[src/sv/tcw_pkg.sv]
// Package with shared types, constants and commands for the text console writer.
package tcw_pkg;

    localparam int COLUMNS   = 80;
    localparam int ROWS      = 25;
    localparam int TERMINALS = 4;
    localparam int CELLS     = COLUMNS * ROWS;
    localparam int DEPTH     = TERMINALS * CELLS;

    localparam int COL_W  = 7;
    localparam int ROW_W  = 5;
    localparam int TERM_W = 2;
    localparam int CELL_W = $clog2(CELLS);
    localparam int ADDR_W = $clog2(DEPTH);
    localparam int OFS_W  = 11;

    localparam logic [7:0]  DEF_ATTR   = 8'h07;
    localparam logic [7:0]  BLANK_CHAR = 8'h20;
    localparam logic [15:0] BLANK_CELL = {DEF_ATTR, BLANK_CHAR};
    localparam logic [7:0]  CHAR_LF    = 8'd10;
    localparam logic [7:0]  CHAR_CR    = 8'd13;

    localparam logic [COL_W-1:0]  LAST_COL = COL_W'(COLUMNS - 1);
    localparam logic [ROW_W-1:0]  LAST_ROW = ROW_W'(ROWS - 1);
    localparam logic [CELL_W-1:0] LAST_CELL = CELL_W'(CELLS - 1);
    localparam logic [CELL_W-1:0] ROW_CELLS = CELL_W'(COLUMNS);
    localparam logic [CELL_W-1:0] LAST_ROW_START = CELL_W'(CELLS - COLUMNS);

    typedef enum logic [3:0] {
        CMD_PUT   = 4'd0,
        CMD_BS    = 4'd1,
        CMD_CLR   = 4'd2,
        CMD_CLRH  = 4'd3,
        CMD_HOME  = 4'd4,
        CMD_SETC  = 4'd5,
        CMD_MATTR = 4'd6,
        CMD_SHOW  = 4'd7,
        CMD_READ  = 4'd8
    } cmd_t;

    localparam logic CFG_WRITE_TERM  = 1'b0;
    localparam logic CFG_CURSOR_TERM = 1'b1;

    typedef struct packed {
        logic [3:0]       cmd;
        logic [7:0]       char_code;
        logic             line_full;
        logic [COL_W-1:0] col;
        logic [ROW_W-1:0] row;
        logic [7:0]       attr_value;
        logic [1:0]       buffer_sel;
    } in_word_t;

    typedef struct packed {
        logic [COL_W-1:0] cursor_col;
        logic [ROW_W-1:0] cursor_row;
        logic [OFS_W-1:0] cursor_offset;
        logic [7:0]       cell_char;
        logic [7:0]       cell_attr;
    } out_word_t;

    // Memory operations commanded by the controller.
    typedef enum logic [2:0] {
        OP_NONE,
        OP_WRITE,   // write wdata at current term/cell
        OP_ATTR,    // read-modify-write attribute
        OP_READ,    // read a cell for the result
        OP_FILL,    // sweep: blank every cell
        OP_SCROLL,  // sweep: shift rows up
        OP_COPY     // sweep: copy terminal to display
    } mem_op_t;

    typedef struct packed {
        mem_op_t          op;
        logic [TERM_W-1:0] term;
        logic [CELL_W-1:0] cell_ofs;
        logic [15:0]       wdata;
        logic [7:0]        attr;
    } dp_cmd_t;

    typedef struct packed {
        logic        busy;
        logic [15:0] rdata;
    } dp_status_t;

    function automatic logic [CELL_W-1:0] cell_index(logic [ROW_W-1:0] r,
                                                     logic [COL_W-1:0] c);
        logic [CELL_W+COL_W-1:0] p;
        p = (CELL_W+COL_W)'(r * COLUMNS);
        return CELL_W'(p) + CELL_W'(c);
    endfunction

endpackage

[src/sv/tcw_ctrl.sv]
// Command controller: cursors, configuration and result word sequencing.
module tcw_ctrl
    import tcw_pkg::*;
(
    input  logic        clk,
    input  logic        rst_n,
    input  logic        in_valid,
    output logic        in_ready,
    input  in_word_t    in_data,
    output logic        out_valid,
    input  logic        out_ready,
    output out_word_t   out_data,
    input  logic        cfg_valid,
    output logic        cfg_ready,
    input  logic        cfg_index,
    input  logic [1:0]  cfg_data,
    output logic        dp_start,
    output dp_cmd_t     dp_cmd,
    input  dp_status_t  dp_status
);

    typedef enum logic [4:0] {
        S_IDLE   = 5'b00001,
        S_WAIT   = 5'b00010,
        S_SCROLL = 5'b00100,
        S_DONE   = 5'b01000,
        S_OUT    = 5'b10000
    } state_t;

    state_t state_reg, state_next;
    logic [COL_W-1:0] ccol_reg [TERMINALS];
    logic [ROW_W-1:0] crow_reg [TERMINALS];
    logic [COL_W-1:0] ccol_next [TERMINALS];
    logic [ROW_W-1:0] crow_next [TERMINALS];
    logic [TERM_W-1:0] wterm_reg, cterm_reg;
    logic is_read_reg, is_read_next;
    logic [COL_W-1:0] cur_col;
    logic [ROW_W-1:0] cur_row;
    logic [COL_W-1:0] ncol;
    logic [ROW_W-1:0] nrow;
    logic [OFS_W-1:0] ofs;
    logic need_scroll;
    logic in_range;

    assign in_ready  = (state_reg == S_IDLE) && !dp_status.busy;
    assign out_valid = (state_reg == S_OUT);
    assign cfg_ready = 1'b1;
    assign cur_col = ccol_reg[wterm_reg];
    assign cur_row = crow_reg[wterm_reg];
    assign in_range = (in_data.col < COL_W'(COLUMNS)) && (in_data.row < ROW_W'(ROWS));

    always_comb
    begin
        state_next   = state_reg;
        is_read_next = is_read_reg;
        ccol_next    = ccol_reg;
        crow_next    = crow_reg;
        dp_start     = 1'b0;
        dp_cmd.op    = OP_NONE;
        dp_cmd.term  = wterm_reg;
        dp_cmd.cell_ofs = cell_index(cur_row, cur_col);
        dp_cmd.wdata = {DEF_ATTR, in_data.char_code};
        dp_cmd.attr  = in_data.attr_value;
        ncol = cur_col;
        nrow = cur_row;
        need_scroll = 1'b0;
        unique case (state_reg)
            S_IDLE:
            begin
                if (in_valid && in_ready)
                begin
                    is_read_next = 1'b0;
                    state_next   = S_WAIT;
                    unique case (in_data.cmd) inside
                        CMD_PUT:
                        begin
                            if (in_data.char_code == CHAR_LF ||
                                in_data.char_code == CHAR_CR)
                            begin
                                ncol = '0;
                                need_scroll = (cur_row == LAST_ROW);
                                nrow = need_scroll ? cur_row : cur_row + 1'b1;
                            end
                            else
                            begin
                                dp_start  = 1'b1;
                                dp_cmd.op = OP_WRITE;
                                if (cur_col == LAST_COL)
                                begin
                                    ncol = '0;
                                    need_scroll = (cur_row == LAST_ROW);
                                    nrow = need_scroll ? cur_row : cur_row + 1'b1;
                                end
                                else
                                begin
                                    ncol = cur_col + 1'b1;
                                end
                            end
                            if (need_scroll)
                            begin
                                state_next = S_SCROLL;
                            end
                        end
                        CMD_BS:
                        begin
                            if (cur_col != '0)
                            begin
                                ncol = cur_col - 1'b1;
                            end
                            else if (in_data.line_full && cur_row != '0)
                            begin
                                ncol = LAST_COL;
                                nrow = cur_row - 1'b1;
                            end
                            dp_start     = 1'b1;
                            dp_cmd.op    = OP_WRITE;
                            dp_cmd.cell_ofs = cell_index(nrow, ncol);
                            dp_cmd.wdata = BLANK_CELL;
                        end
                        CMD_CLR, CMD_CLRH:
                        begin
                            dp_start  = 1'b1;
                            dp_cmd.op = OP_FILL;
                            if (in_data.cmd == CMD_CLRH)
                            begin
                                ncol = '0;
                                nrow = '0;
                            end
                        end
                        CMD_HOME:
                        begin
                            ncol = '0;
                            nrow = '0;
                        end
                        CMD_SETC:
                        begin
                            ncol = (in_data.col < COL_W'(COLUMNS)) ? in_data.col : LAST_COL;
                            nrow = (in_data.row < ROW_W'(ROWS)) ? in_data.row : LAST_ROW;
                        end
                        CMD_MATTR:
                        begin
                            if (in_range)
                            begin
                                dp_start    = 1'b1;
                                dp_cmd.op   = OP_ATTR;
                                dp_cmd.cell_ofs = cell_index(in_data.row, in_data.col);
                            end
                        end
                        CMD_SHOW:
                        begin
                            dp_start  = 1'b1;
                            dp_cmd.op = OP_COPY;
                        end
                        CMD_READ:
                        begin
                            if (in_range && 32'(in_data.buffer_sel) < TERMINALS)
                            begin
                                is_read_next = 1'b1;
                                dp_start     = 1'b1;
                                dp_cmd.op    = OP_READ;
                                dp_cmd.term  = in_data.buffer_sel;
                                dp_cmd.cell_ofs = cell_index(in_data.row, in_data.col);
                            end
                        end
                        default: ;
                    endcase
                    ccol_next[wterm_reg] = ncol;
                    crow_next[wterm_reg] = nrow;
                end
            end
            S_SCROLL:
            begin
                // Once the datapath is idle, any write of the character has finished; start the scroll.
                if (!dp_status.busy)
                begin
                    dp_start   = 1'b1;
                    dp_cmd.op  = OP_SCROLL;
                    state_next = S_WAIT;
                end
            end
            S_WAIT:
            begin
                if (!dp_status.busy)
                begin
                    state_next = S_DONE;
                end
            end
            S_DONE:
            begin
                state_next = S_OUT;
            end
            S_OUT:
            begin
                if (out_ready)
                begin
                    state_next = S_IDLE;
                end
            end
            default: state_next = S_IDLE;
        endcase
    end

    always_comb
    begin
        ofs = OFS_W'(crow_reg[cterm_reg] * COLUMNS) + OFS_W'(ccol_reg[cterm_reg]);
        out_data.cursor_col    = ccol_reg[cterm_reg];
        out_data.cursor_row    = crow_reg[cterm_reg];
        out_data.cursor_offset = ofs;
        out_data.cell_char     = is_read_reg ? dp_status.rdata[7:0] : 8'h00;
        out_data.cell_attr     = is_read_reg ? dp_status.rdata[15:8] : 8'h00;
    end

    always_ff @(posedge clk or negedge rst_n)
    begin
        if (!rst_n)
        begin
            state_reg   <= S_IDLE;
            is_read_reg <= 1'b0;
            wterm_reg   <= TERM_W'(1);
            cterm_reg   <= TERM_W'(1);
            for (int i = 0; i < TERMINALS; i++)
            begin
                ccol_reg[i] <= '0;
                crow_reg[i] <= '0;
            end
        end
        else
        begin
            state_reg   <= state_next;
            is_read_reg <= is_read_next;
            ccol_reg    <= ccol_next;
            crow_reg    <= crow_next;
            if (cfg_valid && cfg_ready)
            begin
                if (cfg_index == CFG_WRITE_TERM)
                begin
                    if (cfg_data != '0 && 32'(cfg_data) < TERMINALS)
                    begin
                        wterm_reg <= cfg_data;
                    end
                end
                else if (32'(cfg_data) < TERMINALS)
                begin
                    cterm_reg <= cfg_data;
                end
            end
        end
    end

endmodule

[config.mk]
export PLATFORM = sky130hd
export DESIGN_NAME = tcw_ctrl
export DESIGN_NICKNAME = d
export VERILOG_FILES = /design/src/sv/tcw_pkg.sv /design/src/sv/tcw_ctrl.sv
export SDC_FILE = /design/constraint.sdc
export NUM_CORES = 1
export LEC_CHECK = 0
export BUFFER_PORTS_ARGS = -buffer_cell sky130_fd_sc_hd__buf_2
export CORE_MARGIN = 3
export CORE_UTILIZATION = 40
export CTS_CLUSTER_DIAMETER = 40
export DETAILED_ROUTE_END_ITERATION = 10
export GPL_ROUTABILITY_DRIVEN = 0
export SLEW_MARGIN = 20
export SYNTH_ARGS = -nofsm -noshare
export SYNTH_HDL_FRONTEND = slang
export SYNTH_SLANG_ARGS = --single-unit
[constraint.sdc]
create_clock -name clk -period 7.2 [get_ports clk]
set_clock_uncertainty 0.1 [all_clocks]
set_input_delay 0.72 -clock clk [delete_from_list [all_inputs] [get_ports clk]]
set_output_delay 0.72 -clock clk [all_outputs]
set_load 0.01 [all_outputs]
# Word level (Yosys, flattened, before mapping)
# Index checks and enable logic that the tools add are counted.
# op_classes
eq_ne,21
addsub,8
n_bitwise,3
mul,4
reduce_logical,18
mux,76
order_cmp,5
# op_table
operator,n
$mux W7,16
$mux W5,22
$pmux W5 S5,2
$add A11 B7 Y11,4
$pmux W7 S5,1
$pmux W11 S3,1
$mux W32,1
$mux W29,1
$bmux W7 S2,2
$bwmux W28,1
$mul A5 B3 Y7 const B,4
$mux W8,3
$bmux W5 S2,2
$bwmux W20,1
$pmux W3 S6,1
$eq A4 B3 Y1 const B,4
$eq A8 B4 Y1 const B,2
$mux W15,1
$demux W7 S2,1
$mux W1,11
$mux W11,1
$demux W5 S2,1
$eq A5 B5 Y1 const B,2
$eq A4 B2 Y1 const B,2
36 further kinds,48
# totals
ff_bits,58
elab_cells,147
output_inout_bits,83

# Depth between registers and ports, before layout
# Gate-level depths: netlist (run 1).
# logic_depth
depth_word,16
ltp_mapped,23
ltp_nobuf,20

# Worst setup path after synthesis (run 1)
# No wires, ideal clock.
# synth_path
path_type,register to output
start,register wterm_reg[0]
end,output port dp_cmd[34] (netlist name)
path_buffers,3
path_stages_with_launch,23
setup_slack_ps,1805
arrival_time_ps,4575
required_ps,6380
path_cell_list,dfstp_2 -> buf_6 -> buf_8 -> buf_6 -> mux4_2 -> inv_1 -> ha_1 -> nand2b_1 -> o22a_1 -> o31ai_4 -> nor2_4 -> mux2_4 -> inv_1 -> ha_1 -> ha_1 -> inv_1 -> fa_1 -> nor2b_1 -> o21ai_0 -> o31ai_1 -> xor2_1 -> nand2_1 -> o221ai_1
# synth_lines
item,line,source
"start, declared",tcw_ctrl.sv:35,"logic [TERM_W-1:0] wterm_reg, cterm_reg;"
"start signal, assigned",tcw_ctrl.sv:239,wterm_reg <= cfg_data;
"end, declared",tcw_ctrl.sv:18,"output dp_cmd_t dp_cmd,"

==> results of run 1 <==
==> layout make-up <==
class / instances / area [µm²]
multi-input combinational: 490 / 4080
clock buffer: 12 / 267
sequential: 58 / 1460
inverter: 35 / 131
clock inverter: 4 / 72.6
fill: 1371 / 7730
timing repair buffer: 122 / 623
tap: 184 / 230
==> metal layers <==
layer | vias up | GRT usage, % | part of all wire [%]
li1 | 2463 | - | -
met1 | 2560 | 27.4 | 42
met2 | 260 | 34.9 | 48
met3 | 35 | 4.42 | 7.3
met4 | 0 | 7.05 | 2.2
met5 | - | 0 | 0
==> power by group through the flow <==
stage | combinational, mW | clock, mW | sequential, mW
after floorplan | 0.979 | 0 | 0.478
after global placement | 1.24 | 0 | 0.523
after detailed placement | 1.25 | 0 | 0.530
after CTS | 1.26 | 0.488 | 0.526
after global routing | 1.38 | 0.504 | 0.546
final | 1.26 | 0.478 | 0.526
==> cells by family (layout without fill, tap and decap cells) <==
logic type               count (synthesis)  after routing  synth area share (%)
other                                    2              9                 0.126
buffers and inverters                   88            173                  7.69
adder cells (fa/ha/maj)                 49             49                  11.3
AO/OA/AOI/OAI                          142            142                  16.4
XOR/XNOR                                29             29                  4.25
AND/OR/NAND/NOR                        179            179                  15.9
flip-flops                              58             58                  24.4
multiplexers                            82             82                  20.0
==> worst max-delay path: cells and delay by family (launching register included) <==
kind | cells | cell delay, ns
AO/OA/AOI/OAI | 5 | 1.09
XOR/XNOR | 1 | 0.17
adder cells (fa/ha/maj) | 4 | 1.11
buffers and inverters | 4 | 0.45
flip-flops | 1 | 0.93
multiplexers | 2 | 1.07
AND/OR/NAND/NOR | 4 | 0.43
==> how the worst max path moves through the flow <==
stage,endpoint,slack (ns),depth (start not counted)
finish,dp_cmd[34],0.77,20
global route,dp_cmd[34],0.38,20
CTS,dp_cmd[34],0.79,20
detailed placement,dp_cmd[34],1.16,20
global placement,dp_cmd[34],1.31,20
floorplan,dp_cmd[34],1.80,22
==> stage by stage <==
step | std cells | worst slack [ns]
global placement | 889 | 1.31
CTS | 905 | 0.791
global route | 905 | 0.382
detailed placement | 889 | 1.16
finish | 905 | 0.772
floorplan | 636 | 1.80
==> placed cells by master (no fill, tap or decap), types with 26 or more instances in the layout <==
master and instances:
nor2_1 29, nand2_1 47, mux2_2 52, ha_1 41
inv_1 34, and2_1 26, o21ai_0 29, a21oi_1 30
dfrtp_1 55, buf_2 117
==> flow_summary.ini, run 1 <==
[critical_path]
critPathArrivalTime_ns = 5.61
cp_max_fo = 22
crit_type = reg2out
slowest_stage = dfstp_2
rr_startpoint = wterm_reg[0]
crit_path_start_kind = flip-flop
cp-startpoint = wterm_reg[0]
reg2reg_slack_ns = 3.18
reg2reg_depth = 10
reg2reg_to = ccol_reg[8]
worstPathRequired_ns = 6.38
slowest_delay_ns = 0.93
crit_path_end_kind = output pin
path_cells = mux4_2 > inv_1 > ha_1 > nand2_1 > o22a_1 > o31ai_4 > nor2_4 > mux2_4 > inv_1 > ha_1 > ha_1 > inv_1 > fa_1 > nor2b_1 > o21ai_0 > o31ai_1 > xor2_1 > nand2_1 > o221ai_1 > buf_2

[logic_synthesis]
yosysTopAreaCellShare_pct = 23.0
synth_largest_area_cell = dfrtp_1
ys_seq_area_share_pct = 24.4
synth_edf_count = 0
ys_async_sr_fraction_pct = 100
yosysWarnings = 0
yosys-top-cells-area = dfrtp_1 23%, mux2_2 9.8%, mux4_2 8.7%, ha_1 8.6%, nand2_1 3.0%
synth_most_common_cell = dfrtp_1
netlist_instances = 629
synth-seq-cells = 58
synth_flop_cell = dfrtp_1
synth_common_cells = 55 x dfrtp_1, 52 x mux2_2, 47 x nand2_1
yosysUniqueCellTypes = 76
postSynthAreaPerCell_um2 = 9.49
syn-cell-area_um2 = 5970

[hold_path]
hold_end = ccol_reg[19]
hold_depth = 1
hold_path_class = reg2reg
hold_start = ccol_reg[19]

[power]
power.switching_mw = 0.944
power_density_nw_per_um2 = 330
seq_power_share_pct = 23.2
power_frac_clock_pct = 21.1
intPower_mw = 1.32
vdd_drop_max_mv = 0.238
power.total_mw = 2.27
leakagePower_nw = 3.24
p_sw_share_pct = 41.6
p_comb_share_pct = 55.7

[cts]
cts_tree = yes
clockRootBuffer = clkbuf_16
clk_pin_slew_ns = 0.05
numCtsBuffers = 9
h-tree-depth = 3
ctsHoldBuffers = 0
cts_resized = 0
postCtsSetupRepairBufs = 0
clock_latency_ns = 0.33
cts_buffer_depth = 2
cts.sinks = 58

[sta]
fin_hold_ws_ns = 0.426
final.setup.tns_ns = 0
slew_headroom_pct = 41.5
hold_viol = 0
fin_crit_ns = 6.43
post-route-period-util_pct = 89.3
setup_violations = 0
slew_viol_final = 0
worst_slew_pin_slew_ns = 0.877
fmax_ghz = 0.156
rsz0062_at_grt = false

[cells_and_area]
final_util_pct = 47.0
drive_gt1_share_pct = 31.9
largest_reg_flops = 28
area_growth_syn_to_layout_pct = 14.9
diodes = 0
finalInstanceArea_um2 = 6860
fin_nets = 825

[floorplanning]
die_w_um = 128
std_cell_rows = 44
num_io_pins = 143
die_y_um = 128
die-area_um2 = 16400
core-area_um2 = 14600
initial_core_util_pct = 40.9

[route]
antenna_left = 0
vias_per_cell = 5.88
drt_wl_total_um = 17200
drtPass1Iterations = 6
wl_per_cell_um = 19.0
drc = 0
via_count = 5318
drt_first_iter_violations = 544

[grt]
grt_max_degree = 59
grt_pass1_wl_um = 27600
grt_antenna_before_repair = 0
grt_pass1_vias = 5301
grt_use_total_pct = 21.1
grt-ovfl-total = 0

[placed_design]
placedInstanceArea_um2 = 6520
portBuffers = 117
place_hpwl_um = 13300

[outcome]
status = completed

[flow_run]
drv_cap = 0
Note: power is estimated with default switching activity, not from simulation.
==> run 2: changes to the inputs <==
--- a/config.mk
+++ b/config.mk
@@ -5,6 +5,7 @@
 export SDC_FILE = /design/constraint.sdc
 export NUM_CORES = 1
 export LEC_CHECK = 0
+export ABC_AREA = 1
 export BUFFER_PORTS_ARGS = -buffer_cell sky130_fd_sc_hd__buf_2
 export CORE_MARGIN = 3
 export CORE_UTILIZATION = 40
==> run 2 against run 1 <==
Register-to-register slack better by 0.48 ns. Fmax is 6.6% higher. Die area is 6.8% higher. Clock power hardly changed. Combinational power is 33% higher. Largest cell class unchanged. Highest routed layer unchanged.
==> flow_summary.ini, run 2 <==
[logic_synthesis]
synth_edf_count = 0
yosys-top-cells-area = dfrtp_1 22%, nand2_1 20%, ha_1 8.0%, nand3_1 6.9%, inv_1 6.0%
yosysTopAreaCellShare_pct = 21.5
synth-seq-cells = 58
synth_most_common_cell = nand2_1
ys_async_sr_fraction_pct = 100
yosysWarnings = 0
netlist_instances = 994
yosysUniqueCellTypes = 52
ys_seq_area_share_pct = 22.7
synth_flop_cell = dfrtp_1
syn-cell-area_um2 = 6400
postSynthAreaPerCell_um2 = 6.44
synth_common_cells = 342 x nand2_1, 102 x inv_1, 88 x nand3_1
synth_largest_area_cell = dfrtp_1

[cts]
cts_buffer_depth = 2
clockRootBuffer = clkbuf_16
clock_latency_ns = 0.34
h-tree-depth = 3
cts_tree = yes
numCtsBuffers = 9
ctsHoldBuffers = 0
cts.sinks = 58
postCtsSetupRepairBufs = 0
cts_resized = 0
clk_pin_slew_ns = 0.05

[route]
drtPass1Iterations = 5
drt_wl_total_um = 20500
vias_per_cell = 5.14
antenna_left = 0
via_count = 6692
wl_per_cell_um = 15.7
drt_first_iter_violations = 586
drc = 0

[floorplanning]
die_y_um = 132
die-area_um2 = 17600
core-area_um2 = 15400
num_io_pins = 143
initial_core_util_pct = 41.5
std_cell_rows = 45
die_w_um = 132

[hold_path]
hold_start = crow_reg[8]
hold_path_class = reg2reg
hold_end = crow_reg[8]
hold_depth = 2

[outcome]
status = completed

[grt]
grt_use_met2_pct = 35.2
grt_pass1_vias = 6120
grt-ovfl-total = 0
grt_use_total_pct = 22.8
grt_pass1_wl_um = 32300
grt_antenna_before_repair = 0
use_met3_pct = 4.98
grt_max_degree = 59
top_usage_layer = met2
met1_usage_pct = 32.6

[sta]
setup_violations = 0
fmax_ghz = 0.166
slew_headroom_pct = 44.4
fin_crit_ns = 6.03
slew_viol_final = 0
hold_viol = 0
worst_slew_pin_slew_ns = 0.834
post-route-period-util_pct = 83.7
rsz0062_at_grt = false
final.setup.tns_ns = 0

[critical_path]
worstPathRequired_ns = 6.38
crit_type = reg2out
reg2reg_depth = 18
crit_path_start_kind = flip-flop
crit_path_end_kind = output pin
reg2reg_to = crow_reg[9]
critPathArrivalTime_ns = 5.21
rr_startpoint = wterm_reg[0]
cp_max_fo = 29
reg2reg_slack_ns = 3.66

[power]
leakagePower_nw = 4.14
power_density_nw_per_um2 = 375
vdd_drop_max_mv = 0.225

[cells_and_area]
diodes = 0
largest_reg_flops = 28
area_growth_syn_to_layout_pct = 14.3
final_cells = 1301
fill_cells = 1674
drive_gt1_share_pct = 18.8
layout_common_cells = 342 x nand2_1, 117 x buf_2, 102 x inv_1
fin_nets = 1194
final_common_cell = nand2_1

[placed_design]
dp_cells = 1285
portBuffers = 117
place_hpwl_um = 15600

[flow_run]
drv_cap = 0
run 2: metal layers:
metal  up-vias  wire, µm
met5         -         0
met4         0       349
met3        30      1440
met2       232      9050
met1      3067      9620
li1       3363         -
run 2: logic make-up after synthesis:
family                     synth area share (%)
DFF                                        22.7
AOI/OAI and AO/OA                          11.3
xor gates and xnor gates                   2.74
adders and majority gates                  10.5
and+or+nand+nor                            40.8
other                                     0.117
buffers and inverters                      11.8
run 2: worst max-delay path by stage:
stage | slack, ns | start | to
2_1_floorplan | 2.50 | wterm_reg[0] | dp_cmd[34]
3_3_place_gp | 1.63 | wterm_reg[0] | dp_cmd[34]
3_5_place_dp | 1.56 | wterm_reg[0] | dp_cmd[34]
4_1_cts | 1.18 | wterm_reg[0] | dp_cmd[34]
5_1_grt | 0.64 | wterm_reg[0] | dp_cmd[34]
6_report | 1.17 | wterm_reg[0] | dp_cmd[34]
run 2: report_power, final:
group,switching [mW],internal [mW]
sequential,0.134,0.450
combinational,1.07,0.603
clock,0.150,0.331
run 2: cell type report:
| class | instances | area [µm²] | share of cell area, % |
|---|---|---|---|
| Clock buffer | 14 | 274 | 3.75 |
| Timing Repair Buffer | 121 | 616 | 8.42 |
| Clock inverter | 2 | 60.1 | 0.821 |
| Tap cell | 211 | 264 | 3.61 |
| Inverter | 114 | 428 | 5.85 |
| Multi-Input combinational cell | 781 | 4220 | 57.7 |
| Sequential cell | 58 | 1460 | 19.9 |
run 2: critical path, cell delays in order, from the launching register on:
cell,delay (ns)
dfstp_2,0.86
inv_1,0.41
nand2_1,0.21
inv_2,0.06
nand2_1,0.07
nand3_2,0.19
inv_2,0.18
ha_1,0.23
inv_1,0.06
nor2_2,0.14
nand2_4,0.10
nor2_2,0.17
nand2_1,0.08
nand2_1,0.11
inv_1,0.08
ha_1,0.27
ha_1,0.19
inv_1,0.08
fa_1,0.46
nor2_1,0.15
nand2_1,0.08
xor2_1,0.18
or2_1,0.13
nand3_1,0.06
a21oi_1,0.17
buf_2,0.14
run 2: through the flow:
step | total power [mW] | hold slack [ns] | cell area [µm²] | setup slack [ns] | utilization [%]
floorplan | 1.80 | 0.324 | 6430 | 2.50 | -
global placement | 2.25 | 0.373 | 6980 | 1.63 | 45.2
detailed placement | 2.26 | 0.368 | 6980 | 1.56 | 45.2
CTS | 2.75 | 0.388 | 7310 | 1.18 | 47.4
global route | 3.01 | 0.410 | 7310 | 0.639 | 47.4
finish | 2.74 | 0.386 | 7310 | 1.17 | 47.4
==> run 3: changes to the inputs <==
==> constraint.sdc (replaced) <==
create_clock -name clk -period 5 [get_ports clk]
set_clock_uncertainty 0.1 [all_clocks]
set_input_delay 0.5 -clock clk [delete_from_list [all_inputs] [get_ports clk]]
set_output_delay 0.5 -clock clk [all_outputs]
set_load 0.01 [all_outputs]
==> run 3 against run 2 <==
Worst setup slack lost 1.0 ns. Combinational power rose by 63%. Total power increased by 55%. First-iteration DRC count is 2.6% higher.
==> flow_summary.ini, run 3 (same netlist as run 2, synthesis figures left out) <==
[flow_run]
drv_cap = 0

[cells_and_area]
fill_cells = 1643
final_util_pct = 49.8
area_growth_syn_to_layout_pct = 20.0
drive_gt1_share_pct = 23.6
diodes = 0
register_area_um2 = 1460
final_common_cell = nand2_1
multi_input_area_um2 = 4370
fin_nets = 1221
layout_common_cells = 335 x nand2_1, 117 x buf_2, 97 x inv_1
largest_reg_flops = 28

[sta]
hold_viol = 0
setup_violations = 0
fin_crit_ns = 4.85
slew_viol_final = 0
post-route-period-util_pct = 97.0
slew_headroom_pct = 45.5
final.setup.tns_ns = 0
worst_slew_pin_slew_ns = 0.814
fmax_ghz = 0.206

[hold_path]
hold_path_class = in2async

[route]
antenna_left = 0
drt_first_iter_violations = 601
via_count = 6869
wl_per_cell_um = 15.4
drc = 0
vias_per_cell = 5.17
drtPass1Iterations = 5
drt_wl_total_um = 20500

[cts]
numCtsBuffers = 9
cts_buffer_depth = 2
cts.sinks = 58
clock_latency_ns = 0.33
clockRootBuffer = clkbuf_16
ctsHoldBuffers = 0
clk_pin_slew_ns = 0.06
h-tree-depth = 3
cts_tree = yes

[grt]
grt_pass1_wl_um = 32400
use_met3_pct = 3.12
grt_use_met2_pct = 34.7
met1_usage_pct = 34.0
grt_max_degree = 59
grt-ovfl-total = 0
grt_pass1_vias = 6148
grt_antenna_before_repair = 0
grt_use_total_pct = 22.8
top_usage_layer = met2

[critical_path]
reg2reg_slack_ns = 1.97
crit_type = reg2out
crit_path_start_kind = flip-flop
critPathArrivalTime_ns = 4.25
reg2reg_depth = 19
cp_max_fo = 8
crit_path_end_kind = output pin
worstPathRequired_ns = 4.40
worstSetupEndpoint = dp_cmd[34]
rr_startpoint = wterm_reg[0]
cp-startpoint = wterm_reg[0]
reg2reg_to = crow_reg[19]

[power]
leakagePower_nw = 4.29
vdd_drop_max_mv = 0.220
power_density_nw_per_um2 = 552

[placed_design]
portBuffers = 117
place_hpwl_um = 15900

[floorplanning]
die-area_um2 = 17600
std_cell_rows = 45
die_w_um = 132
core-area_um2 = 15400
num_io_pins = 143
die_y_um = 132
initial_core_util_pct = 41.5

[outcome]
status = completed
run 3: cell count changes in the layout (fill, tap and decap cells not counted), moves of 4 or more:
cell / delta
buf_4: +25
nand2_1: -7
nand2_2: +6
ha_1: -5
inv_1: -5
nor2_4: +5
nor2_1: -4
run 3: critical path, cell delays in order, from the launching register on:
cell,delay [ns]
dfstp_2,0.59
clkinvlp_4,0.17
buf_6,0.17
nand3_1,0.07
nand2_1,0.09
nor2_4,0.21
inv_2,0.11
nor2_2,0.16
nand2_4,0.09
nor2_4,0.14
nand2_2,0.07
nand2_2,0.09
inv_2,0.06
ha_4,0.25
ha_2,0.16
inv_2,0.04
fa_1,0.51
nor2_2,0.14
nand2_1,0.08
xor2_1,0.20
or2_1,0.15
nand3_2,0.06
a21oi_2,0.16
buf_2,0.14
run 3: what timing repair did:
item	in CTS	in global routing
pin swaps	2	24
gates cloned	0	0
setup endpoints to repair	1	3
setup buffers	2	12
hold endpoints to repair	0	0
gates resized for setup	8	40
run 3: through the flow:
step | std cells | setup slack [ns] | cell area [µm²] | power [mW] | hold slack [ns]
after global placement | 1298 | 0.360 | 7080 | 3.29 | 0.369
after floorplan | 1001 | 0.517 | 6430 | 2.59 | 0.104
after detailed placement | 1298 | 0.263 | 7080 | 3.29 | 0.372
after global routing | 1328 | -0.00487 | 7680 | 4.63 | 0.296
after CTS | 1316 | 0.00479 | 7440 | 3.99 | 0.261
final | 1328 | 0.152 | 7680 | 4.24 | 0.240
run 3: per-layer routing:
layer  routed length, µm  up-vias
li1                    -     3422
met1                9520     3169
met2                9210      255
met3                1420       23
met4                 341        0
met5                   0        -
run 3: report_power, final:
part	total [mW]	internal [mW]	switching [mW]
Combinational	2.74	1.06	1.68
Sequential	0.843	0.648	0.195
Clock	0.662	0.447	0.214
run 3: how the worst min path moves through the flow:
stage | end | slack [ns] | cells past startpoint
after CTS | crow_reg[13] | 0.26 | 2
after global routing | ccol_reg[19] | 0.30 | 2
after floorplan | ccol_reg[0] | 0.10 | 0
final | ccol_reg[26] | 0.24 | 2
after detailed placement | crow_reg[18] | 0.37 | 2
after global placement | crow_reg[8] | 0.37 | 2
run 3: final cells by class:
class                   count  area share, %
clock buffers              11           3.16
clock inverters             5           1.01
inverters                 114           5.65
multi-input cells         781           56.9
flip-flops and latches     58           19.0
well taps                 211           3.44
repair buffers            148           10.9
